===== config.mk =====
export PLATFORM = sky130hd
export DESIGN_NAME = extent_bitmap_allocator_unit
export DESIGN_NICKNAME = d
export VERILOG_FILES = /design/src/sv/eba_pkg.sv /design/src/sv/eba_cell.sv /design/src/sv/eba_chain.sv /design/src/sv/extent_bitmap_allocator_unit.sv
export VERILOG_INCLUDE_DIRS = /design/src /design/src/sv
export SDC_FILE = /design/constraint.sdc
export NUM_CORES = 2
export LEC_CHECK = 0
export ABC_AREA = 1
export BUFFER_PORTS_ARGS = -buffer_cell sky130_fd_sc_hd__buf_2
export CORE_ASPECT_RATIO = 0.8
export CORE_MARGIN = 3
export CORE_UTILIZATION = 44
export CTS_CLUSTER_SIZE = 8
export DETAILED_ROUTE_END_ITERATION = 6
export PLACE_DENSITY_LB_ADDON = 0.25
export SETUP_SLACK_MARGIN = 0.2
export SYNTH_ARGS = -nofsm -noshare
export SYNTH_HDL_FRONTEND = slang
export SYNTH_SLANG_ARGS = --single-unit

===== constraint.sdc =====
create_clock -name i_clk -period 5.1 [get_ports i_clk]
set_input_delay 1.02 -clock i_clk [delete_from_list [all_inputs] [get_ports i_clk]]
set_output_delay 1.02 -clock i_clk [all_outputs]
set_load 0.05 [all_outputs]

===== src/sv/extent_bitmap_allocator_unit_defines.svh =====
// Assertion macros used by the allocator's top-level RTL file.
`ifndef EXTENT_BITMAP_ALLOCATOR_UNIT_DEFINES_SVH
`define EXTENT_BITMAP_ALLOCATOR_UNIT_DEFINES_SVH

// Condition a holds, so condition b holds in the same cycle.
`define EBA_ASSERT_SAME(label, clk, rst_n, a, b, msg) \
    label: assert property (@(posedge clk) disable iff (!rst_n) (a) |-> (b)) \
        else $error(msg);

// Condition a holds, so condition b holds in the following cycle.
`define EBA_ASSERT_NEXT(label, clk, rst_n, a, b, msg) \
    label: assert property (@(posedge clk) disable iff (!rst_n) (a) |=> (b)) \
        else $error(msg);

`endif


===== src/sv/eba_pkg.sv =====
`default_nettype none
package eba_pkg;

    // Map geometry.
    localparam int GROUP_COUNT = 32;
    localparam int IDX_W = $clog2(GROUP_COUNT);
    localparam int POS_W = $clog2(GROUP_COUNT + 1);
    localparam int K_W = 9;
    localparam int CNT_W = (POS_W > K_W) ? POS_W : K_W;

    // Configuration register indexes (word address bit).
    localparam logic REG_DATA_START = 1'b0;
    localparam logic [15:0] DATA_START_RESET = 16'd258;

    // Request modes.
    localparam logic MODE_ALLOC = 1'b0;
    localparam logic MODE_EXTEND = 1'b1;

    typedef struct packed {
        logic        mode;
        logic [15:0] request_bytes;
        logic [15:0] extent_end_block;
    } t_req;

    typedef struct packed {
        logic        success;
        logic [15:0] start_block;
        logic [8:0]  added_blocks;
        logic [13:0] granted_bytes;
    } t_rsp;

    // Search token handed from cell to cell: run length in allocate mode,
    // groups still wanted in extend mode.
    typedef struct packed {
        logic             valid;
        logic [CNT_W-1:0] cnt;
    } t_tok;

    // Controls broadcast to every cell.
    typedef struct packed {
        logic             mode;
        logic [CNT_W-1:0] k;
        logic             inj;
        logic [IDX_W-1:0] inj_idx;
        t_tok             inj_tok;
        logic             mark;
        logic [IDX_W-1:0] mark_first;
        logic [IDX_W-1:0] mark_last;
    } t_ctl;

endpackage
`default_nettype wire


===== src/sv/eba_cell.sv =====
`default_nettype none
module eba_cell import eba_pkg::*; (
    input  wire logic             i_clk,
    input  wire logic             i_rst_n,
    input  wire logic [IDX_W-1:0] i_idx,
    input  wire t_ctl             i_ctl,
    input  wire t_tok             i_tok,
    output t_tok                  o_tok,
    output logic                  o_hit
);

    logic r_used;
    logic n_used;
    t_tok r_tok;
    t_tok n_tok;
    t_tok tin;
    logic [CNT_W-1:0] run;
    logic ext_mark;
    logic rng_mark;

    // The token enters here when the controller injects it at this index.
    always_comb begin
        tin = (i_ctl.inj && (i_ctl.inj_idx == i_idx)) ? i_ctl.inj_tok : i_tok;
        run = r_used ? '0 : tin.cnt + CNT_W'(1);
        ext_mark = 1'b0;
        o_hit = 1'b0;
        n_tok = '0;
        if (i_ctl.mode == MODE_EXTEND) begin
            // Claim this group while it is free and groups are still wanted.
            o_hit = tin.valid && (r_used || (tin.cnt == '0));
            ext_mark = tin.valid && !r_used && (tin.cnt != '0);
            n_tok.cnt = tin.cnt - CNT_W'(1);
        end else begin
            // The run of free groups reaches the request size here.
            o_hit = tin.valid && !r_used && (run == i_ctl.k);
            n_tok.cnt = run;
        end
        n_tok.valid = tin.valid && !o_hit;
        rng_mark = i_ctl.mark && (i_idx >= i_ctl.mark_first) && (i_idx <= i_ctl.mark_last);
        n_used = r_used | ext_mark | rng_mark;
    end

    // Flag and token registers; group 0 starts out used.
    always_ff @(posedge i_clk) begin
        if (!i_rst_n) begin
            r_used <= (i_idx == '0);
            r_tok <= '0;
        end else begin
            r_used <= n_used;
            r_tok <= n_tok;
        end
    end

    assign o_tok = r_tok;

endmodule
`default_nettype wire


===== src/sv/eba_chain.sv =====
`default_nettype none
module eba_chain import eba_pkg::*; (
    input  wire logic i_clk,
    input  wire logic i_rst_n,
    input  wire t_ctl i_ctl,
    output logic      o_hit,
    output logic      o_end
);

    t_tok tok [GROUP_COUNT+1];
    logic [GROUP_COUNT-1:0] hit;

    assign tok[0] = '0;

    // One cell per group, each passing the token to the next.
    for (genvar g = 0; g < GROUP_COUNT; g++) begin : g_cell
        eba_cell u_cell (
            .i_clk   (i_clk),
            .i_rst_n (i_rst_n),
            .i_idx   (IDX_W'(g)),
            .i_ctl   (i_ctl),
            .i_tok   (tok[g]),
            .o_tok   (tok[g+1]),
            .o_hit   (hit[g])
        );
    end

    // Only one token is ever live, so a plain OR finds its stop.
    assign o_hit = |hit;
    assign o_end = tok[GROUP_COUNT].valid;

endmodule
`default_nettype wire


===== src/sv/extent_bitmap_allocator_unit.sv =====
// Channel  | Ports                          | Handshake
// ---------+--------------------------------+--------------------------------
// Request  | start, busy, i_req             | beat when start high, busy low
// Result   | o_done, o_rsp                  | beat on each cycle o_done high
// Config   | psel, penable, pwrite, paddr,  | write when psel, penable,
//          | pwdata, prdata, pready         | pwrite, pready high
//
// A search token walks the row of group cells, one cell per cycle. An
// allocate ends when a free run reaches the request size or the token runs
// past the last group; an extend ends at the first used group, when no more
// groups are wanted, or past the last group. A zero allocate or a bad extent
// end answers in the cycle after accept.
// Reset clears the map to group 0 used and the start block to 258.
// The result strobe lasts one cycle; the receiver cannot stall it.
`default_nettype none
`include "extent_bitmap_allocator_unit_defines.svh"
module extent_bitmap_allocator_unit import eba_pkg::*; (
    input  wire logic        i_clk,
    input  wire logic        i_rst_n,
    input  wire logic        start,
    output logic             busy,
    input  wire t_req        i_req,
    output logic             o_done,
    output t_rsp             o_rsp,
    input  wire logic        psel,
    input  wire logic        penable,
    input  wire logic        pwrite,
    input  wire logic [2:0]  paddr,
    input  wire logic [31:0] pwdata,
    output logic [31:0]      prdata,
    output logic             pready
);

    typedef enum logic {
        ST_IDLE,
        ST_SCAN
    } t_state;

    t_state r_state, n_state;
    logic [15:0] r_dsb, n_dsb;
    logic r_mode, n_mode;
    logic [K_W-1:0] r_k, n_k;
    logic [IDX_W-1:0] r_g0, n_g0;
    logic [POS_W-1:0] r_pos, n_pos;
    logic r_inj, n_inj;
    t_tok r_inj_tok, n_inj_tok;
    logic r_mark, n_mark;
    logic [IDX_W-1:0] r_first, n_first;
    logic [IDX_W-1:0] r_last, n_last;
    logic r_done, n_done;
    t_rsp r_rsp, n_rsp;

    t_ctl ctl;
    logic hit;
    logic at_end;
    logic [16:0] sum;
    logic [K_W-1:0] k;
    logic [16:0] diff;
    logic bad_end;
    logic [CNT_W-1:0] fpos;
    logic [POS_W-1:0] added;

    function automatic t_rsp answer(input logic ok, input logic [15:0] sb,
                                    input logic [15:0] groups);
        t_rsp r;
        r.success = ok;
        r.start_block = sb;
        r.added_blocks = 9'({groups, 3'b000});
        r.granted_bytes = 14'({groups, 8'h00});
        return r;
    endfunction

    // Configuration port.
    assign pready = 1'b1;
    assign prdata = (paddr[2] == REG_DATA_START) ? {16'h0000, r_dsb} : 32'h0000_0000;
    assign busy = (r_state != ST_IDLE);

    // Broadcast controls for the cell row.
    always_comb begin
        ctl.mode = r_mode;
        ctl.k = CNT_W'(r_k);
        ctl.inj = r_inj;
        ctl.inj_idx = r_g0;
        ctl.inj_tok = r_inj_tok;
        ctl.mark = r_mark;
        ctl.mark_first = r_first;
        ctl.mark_last = r_last;
    end

    eba_chain u_chain (
        .i_clk   (i_clk),
        .i_rst_n (i_rst_n),
        .i_ctl   (ctl),
        .o_hit   (hit),
        .o_end   (at_end)
    );

    // Request decode: group count and the group that holds the extent end.
    always_comb begin
        sum = {1'b0, i_req.request_bytes} + 17'd255;
        k = sum[16:8];
        diff = {1'b0, i_req.extent_end_block} - {1'b0, r_dsb};
        bad_end = diff[16] || (diff[15:3] >= 13'(GROUP_COUNT));
        fpos = CNT_W'(r_pos) + CNT_W'(1) - CNT_W'(r_k);
        added = r_pos - POS_W'(r_g0);
    end

    // Sequencer.
    always_comb begin
        n_state = r_state;
        n_dsb = r_dsb;
        n_mode = r_mode;
        n_k = r_k;
        n_g0 = r_g0;
        n_pos = r_pos;
        n_inj = 1'b0;
        n_inj_tok = r_inj_tok;
        n_mark = 1'b0;
        n_first = r_first;
        n_last = r_last;
        n_done = 1'b0;
        n_rsp = r_rsp;
        if (psel && penable && pwrite && pready && (paddr[2] == REG_DATA_START)) begin
            n_dsb = pwdata[15:0];
        end
        case (r_state)
            ST_IDLE: begin
                if (start) begin
                    n_mode = i_req.mode;
                    n_k = k;
                    if (i_req.mode == MODE_ALLOC) begin
                        if (k == '0) begin
                            n_done = 1'b1;
                            n_rsp = answer(1'b1, r_dsb, 16'h0000);
                        end else begin
                            n_g0 = '0;
                            n_pos = '0;
                            n_inj = 1'b1;
                            n_inj_tok = '{valid: 1'b1, cnt: '0};
                            n_state = ST_SCAN;
                        end
                    end else begin
                        if (bad_end) begin
                            n_done = 1'b1;
                            n_rsp = answer(1'b0, 16'h0000, 16'h0000);
                        end else begin
                            n_g0 = diff[IDX_W+2:3];
                            n_pos = POS_W'(diff[IDX_W+2:3]);
                            n_inj = 1'b1;
                            n_inj_tok = '{valid: 1'b1, cnt: CNT_W'(k)};
                            n_state = ST_SCAN;
                        end
                    end
                end
            end
            ST_SCAN: begin
                if (hit || at_end) begin
                    n_done = 1'b1;
                    n_state = ST_IDLE;
                    if (r_mode == MODE_EXTEND) begin
                        n_rsp = answer(1'b1, 16'h0000, 16'(added));
                    end else if (hit) begin
                        // Claim the run in one pass over the row.
                        n_mark = 1'b1;
                        n_first = fpos[IDX_W-1:0];
                        n_last = r_pos[IDX_W-1:0];
                        n_rsp = answer(1'b1, r_dsb + 16'({fpos[IDX_W-1:0], 3'b000}),
                                       16'(r_k));
                    end else begin
                        n_rsp = answer(1'b0, 16'h0000, 16'h0000);
                    end
                end else begin
                    n_pos = r_pos + POS_W'(1);
                end
            end
            default: begin
                n_state = ST_IDLE;
            end
        endcase
    end

    always_ff @(posedge i_clk) begin
        if (!i_rst_n) begin
            r_state <= ST_IDLE;
            r_dsb <= DATA_START_RESET;
            r_inj <= 1'b0;
            r_mark <= 1'b0;
            r_done <= 1'b0;
        end else begin
            r_state <= n_state;
            r_dsb <= n_dsb;
            r_inj <= n_inj;
            r_mark <= n_mark;
            r_done <= n_done;
        end
        r_mode <= n_mode;
        r_k <= n_k;
        r_g0 <= n_g0;
        r_pos <= n_pos;
        r_inj_tok <= n_inj_tok;
        r_first <= n_first;
        r_last <= n_last;
        r_rsp <= n_rsp;
    end

    assign o_done = r_done;
    assign o_rsp = r_rsp;

    // Checks on the sequencer.
    `EBA_ASSERT_NEXT(a_accept_moves, i_clk, i_rst_n, start && !busy, busy || o_done, "accepted request neither searched nor answered")
    `EBA_ASSERT_SAME(a_done_idle, i_clk, i_rst_n, o_done, !busy, "result beat while still searching")
    `EBA_ASSERT_SAME(a_fail_zero, i_clk, i_rst_n, o_done && !o_rsp.success, (o_rsp.added_blocks == 9'd0) && (o_rsp.start_block == 16'h0000), "failed result carries a grant")
    `EBA_ASSERT_NEXT(a_mark_once, i_clk, i_rst_n, r_mark, !r_mark, "claim pulse held for more than one cycle")

endmodule
`default_nettype wire

# Yosys cells after proc, flatten, opt, wreduce, memory -nomap -nowiden
# Index checks and enable logic that the tools add are counted.
# word_totals
reg_bits	444
in_bits	74
word_cells	1012
# classes
add_sub_neg	70
n_lt_le_gt_ge	65
eq_ne	72
muxes	193
n_bitwise	69
reduce_logical	431
# ops
cell	n
$mux W9	63
$mux W10	35
$logic_not A9 Y1	33
$add A9 B1 Y9 const B	32
$eq A9 B9 Y1	32
$reduce_bool A9 Y1	32
$mux W40	7
$sub A9 B1 Y9 const B	31
$logic_and A1 B1 Y1	259
$eq A5 B5 Y1 const B	16
$ge A5 B5 Y1 const A	16
$le A5 B5 Y1 const A	16
$pmux W40 S2	1
$mux W1	75
$logic_not A1 Y1	64
$or A1 B1 Y1	64
$eq A5 B4 Y1 const B	8
$ge A4 B5 Y1 const A	8
$le A4 B5 Y1 const A	8
$logic_or A1 B1 Y1	34
$reduce_or A32 Y1	1
$mux W6	5
$eq A5 B3 Y1 const B	4
$ge A3 B5 Y1 const A	4
28 further kinds	52

# Longest topological paths before layout
# logic_depth
ltp_word	13
ltp_mapped	31
mapped_depth_nobuf	29

# Cells and area by module
# Synthesis repeated with hierarchy kept, for this count alone.
# unflattened
cells_unflattened	9263
hier_area_um2	56238.9
# by_module_without_submodules
module	instances	cells_each	area_per_inst_um2	seq_area_each_um2
eba_cell at u_chain.g_cell[0].u_cell ...	30	265	1576.5	220.2
extent_bitmap_allocator_unit	1	706	5471.5	2292.2
eba_cell at u_chain.g_cell[21].u_cell ...	2	280	1642.8	220.2
eba_chain	1	47	186.4	0.0

# Worst setup path after synthesis
# No wires, ideal clock.
# synth_timing
path_kind	flip-flop to flip-flop
from	register r_g0[1]
to	register r_rsp (netlist bit o_rsp[10]), enable pin
setup_time_ps	380
t_arrival_ps	3610
required_ps	4720
path_slack_ps	1111
stages_incl_launch_ff	30
cell_sequence	edfxtp_1 -> inv_1 -> nand2_1 -> nor2_1 -> buf_2 -> nand3_1 -> nand2_1 -> inv_1 -> ha_1 -> inv_1 -> nor2_1 -> o21ai_0 -> nand2_1 -> nor2_1 -> o21ai_0 -> nor2_1 -> nand3_1 -> nor2_1 -> nand2_1 -> nor2_1 -> nand2_1 -> nor2_1 -> nor2_1 -> nand2_1 -> nor2_1 -> nand2_1 -> nor2_2 -> nand3_1 -> nand2_1 -> nand2_1
# synth_between
elab_chain_cells	12
elab_cells_between_ends	388
# synth_lines
element	line	text
start: declaration	extent_bitmap_allocator_unit.sv:43	logic [IDX_W-1:0] r_g0, n_g0;
start signal: assignment	extent_bitmap_allocator_unit.sv:198	r_g0 <= n_g0;
$eq A5 B5 Y1 (tied with other cells)	eba_cell.sv:23	tin = (i_ctl.inj && (i_ctl.inj_idx == i_idx)) ? i_ctl.inj_tok : i_tok;
$logic_and A1 B1 Y1	eba_cell.sv:23	
$mux W10	eba_cell.sv:23	
$add A9 B1 Y9	eba_cell.sv:24	run = r_used ? '0 : tin.cnt + CNT_W'(1);
$mux W9	eba_cell.sv:24	
$eq A9 B9 Y1	eba_cell.sv:35	o_hit = tin.valid && !r_used && (run == i_ctl.k);
$logic_and A1 B1 Y1	eba_cell.sv:35	
$mux W1	eba_cell.sv:28	if (i_ctl.mode == MODE_EXTEND) begin
$reduce_or A32 Y1 (*)	eba_chain.sv:29	assign o_hit = |hit;
$logic_or A1 B1 Y1 (*)	extent_bitmap_allocator_unit.sv:157	if (hit || at_end) begin
$ne A2 B1 Y1 (no line) (*)	n/a	
$reduce_and A4 Y1 (no line) (*)	n/a	
end signal: assignment	extent_bitmap_allocator_unit.sv:203	r_rsp <= n_rsp;
end: declaration	extent_bitmap_allocator_unit.sv:51	t_rsp r_rsp, n_rsp;
# Mark *: on every way between the ends. The rest lies on a longest branch, timed or not.
# A chain may end at the register's enable or synchronous reset.

==> qor.yml <==
global_route:
  grt_pass1_wl_um: 247000
  antenna_found_initial: 11
  grt_usage_pct: 35.9
  grt_pass1_vias: 39698
  overflow: 0
  grt_start_max_net_pins: 132
yosys:
  synth_top_area_cell: "nand2_1"
  synth_top_area_share_pct: 19.5
  yosysSeqAreaShare_pct: 24.2
  synth.avg_cell_area_um2: 5.75
  netlist_area_um2: 37800
  ys_seq_elements: 426
  synthCells: 6585
  yosysWarnings: 0
  synth.distinct_cells: 54
  synth_async_sr_flop_share_pct: 0
  ys.flop_type: "dfxtp_1"
  yosys-top-cells-area: "nand2_1 (19%), dfxtp_1 (19%), nand3_1 (10%)"
  synth_edf_count: 63
placement:
  placedCellCount: 7699
  gp_congestion: 1.01
  hpwl_um: 115000
  numPortBuffers: 102
clock_tree:
  cts_tree: "done"
  cts.htree.levels: 2
  clk_pin_slew_ns: 0.05
  clk_latency_ns: 0.67
  cts_root_buf: "clkbuf_16"
  cts_sinks: 426
  cts_buffers: 60
  clockBufferDepth: 3
  cts_hold_buf: 0
worst_hold_path:
  hold_end: "u_chain.g_cell[14].u_cell.o_tok[0]$_SDFF_PN0_"
  hold_depth: 1
  min_path_type: "reg -> reg"
  hold_path_startpoint: "u_chain.g_cell[14].u_cell.r_used$_SDFF_PN0_"
floorplanning:
  initial_core_util_pct: 44.7
  row_count: 95
  die_h_um: 268
  ios: 149
  die_x_um: 334
  core_um2: 84600
  fp.dieArea_um2: 89600
pwr:
  irDropWorstVdd_mv: 0.285
  power.leakage_nw: 19.9
  pwr_density_cell_nw_per_um2: 272
sta:
  hold_violations: 0
  slew_headroom_pct: 21.2
  maxSlewViolCount: 0
  clock_skew_ns: 0.0349
  rsz0062_at_grt: "true"
  fin_tns_setup_ns: 0
  min_period_over_period_pct: 92.5
  period_needed_ns: 4.72
  setup_viol: 0
  fmax_ghz: 0.212
  worst_pin_slew_ns: 1.17
worst_setup_path:
  cpPeakStageDelay_ns: 0.52
  r2r_cells: 27
  crit_type: "reg -> reg"
  reg2reg_to: "o_rsp[29]$_DFFE_PP_"
  cp.required_ns: 5.56
  timing.rr.start: "r_g0[0]$_SDFFCE_PN0P_"
  rrSetupSlack_ns: 0.38
  slowest_stage: "edfxtp_1"
  critPathMaxFanout: 14
  endpoint_kind: "flop"
  crit_arrival_ns: 5.17
  cp-start-kind: "flop"
layout:
  area_growth_pct: 11.2
  nets: 6857
  drive_gt1_share_pct: 6.62
  layoutNonFillerInstCount: 7789
drt:
  drt_wl_total_um: 167000
  vias: 45607
  wire_per_inst_um: 21.5
  drt_pass1_iterations: 7
  drt-initial-drc-count: 6315
  vias_per_cell: 5.86
  antenna_left: 0
  drcViolationCount: 19
status:
  status: "complete, but fails checks"
  violations: "design-rule violations"
flow_run:
  drv_cap: 0
[per-layer routing]
layer	vias up	global-route usage [%]	wire, um
met3	433	8.82	22400
met4	6	14.5	7350
met1	20632	51.4	71500
met5	-	0	47
met2	2715	51.3	65900
li1	21821	-	-
[cells in the mapped netlist (all sizes together) (3+ instances only)]
library cell and count:
and2 3, a21o 6, o221ai 3, edfxtp 63
clkbuf 217, a311oi 17, fa 3, a31oi 38
o22ai 3, nor3 95, o211ai 21, nand2 1962
nand4 210, o21a 7, o21ai 357, nor4 10
buf 120, xor2 86, nand3 770, a221oi 33
and3 3, o21bai 14, nand3b 14, o31ai 44
clkinv 20, nor2 877, or2 10, xnor2 16
a21oi 352, dfxtp 363, inv 644, ha 128
a211oi 64
[stage by stage]
stage / hold WS [ns] / worst slack (ns) / area (um2) / util [%] / power, mW
final: 0.512 / 0.385 / 42100 / 49.7 / 11.5
after detailed placement: 0.486 / 0.331 / 40200 / 47.6 / 7.55
after global routing: 0.543 / 0.168 / 42100 / 49.7 / 12.0
after CTS: 0.496 / 0.314 / 41900 / 49.5 / 11.3
after floorplan: 0.441 / 1.11 / 37900 / - / 6.43
after global placement: 0.483 / 0.368 / 40200 / 47.6 / 7.52
[report_power, final]
group,leakage [nW],internal [mW],switching (mW)
sequential,3.60,3.69,0.154
clock,0.807,2.18,1.62
combinational,15.4,1.14,2.68
total,19.9,7.01,4.45
[sequential cells by signal, summed over array words and instances (netlist names)]
| name | cells |
|---|---|
| u_chain.g_cell.u_cell.o_tok | 311 |
| u_chain.g_cell.u_cell.r_used | 32 |
| o_rsp | 23 |
| r_dsb | 16 |
| ctl | 9 |
| r_k | 9 |
| r_pos | 6 |
| r_first | 5 |
| r_g0 | 5 |
| r_last | 5 |
| busy | 1 |
| o_done | 1 |
| r_inj | 1 |
| r_mark | 1 |
| r_mode | 1 |
[worst max-delay path by stage]
stage	start	to	slack (ns)	cells after the start
6_report	r_g0[0]$_SDFFCE_PN0P_	o_rsp[29]$_DFFE_PP_	0.38	27
5_1_grt	r_g0[2]$_SDFFCE_PN0P_	o_rsp[29]$_DFFE_PP_	0.17	29
4_1_cts	r_g0[0]$_SDFFCE_PN0P_	r_pos[0]$_DFFE_PP_	0.31	24
3_5_place_dp	r_g0[0]$_SDFFCE_PN0P_	r_pos[0]$_DFFE_PP_	0.33	24
3_3_place_gp	r_g0[0]$_SDFFCE_PN0P_	r_pos[0]$_DFFE_PP_	0.37	25
2_1_floorplan	r_g0[1]$_SDFFCE_PN0P_	o_rsp[10]$_SDFFCE_PN0P_	1.11	29
[cell usage in the layout (no fill, tap or decap), types with 44 or more instances in the layout]
cell,instances
a211oi_1,64
a21oi_1,352
buf_2,101
buf_4,188
clkbuf_16,61
dfxtp_1,363
edfxtp_1,63
ha_1,128
inv_1,631
nand2_1,1957
nand3_1,766
nand4_1,210
nor2_1,858
nor3_1,95
o21ai_0,311
o31ai_1,44
xor2_1,86
[timing repair]
action                     in CTS  in global routing
gates resized for setup         0                 36
setup endpoints to repair       0                 65
buffers inserted                0                  6
[worst max-delay path: cells and delay by family (launching register included)]
family,cells,cell delay [ns]
compound gates,5,0.71
buf+inv,4,0.72
fa+ha+maj,1,0.24
simple gates,17,2.32
flops,1,0.52
[kinds of logic after synthesis]
family	Yosys count	share of synthesized area (%)
adder cells (fa/ha/maj)	131	4.39
AND/OR/NAND/NOR	3955	43.9
AO/OA/AOI/OAI	968	14.6
XOR/XNOR	102	2.36
buffers and inverters	1001	10.4
flip-flops	426	24.2
other	2	0.0198
[area by class of cell]
| class | count | area, um2 |
|---|---|---|
| Antenna cell | 1 | 2.50 |
| Clock buffer | 81 | 1630 |
| Multi-Input combinational cell | 5184 | 24900 |
| Inverter | 664 | 2510 |
| Timing Repair Buffer | 316 | 2430 |
| Sequential cell | 426 | 9160 |
| Tap cell | 1115 | 1400 |
| Clock inverter | 2 | 25.0 |
| Fill cell | 8898 | 42600 |
Note: power is estimated with default switching activity, not from simulation.
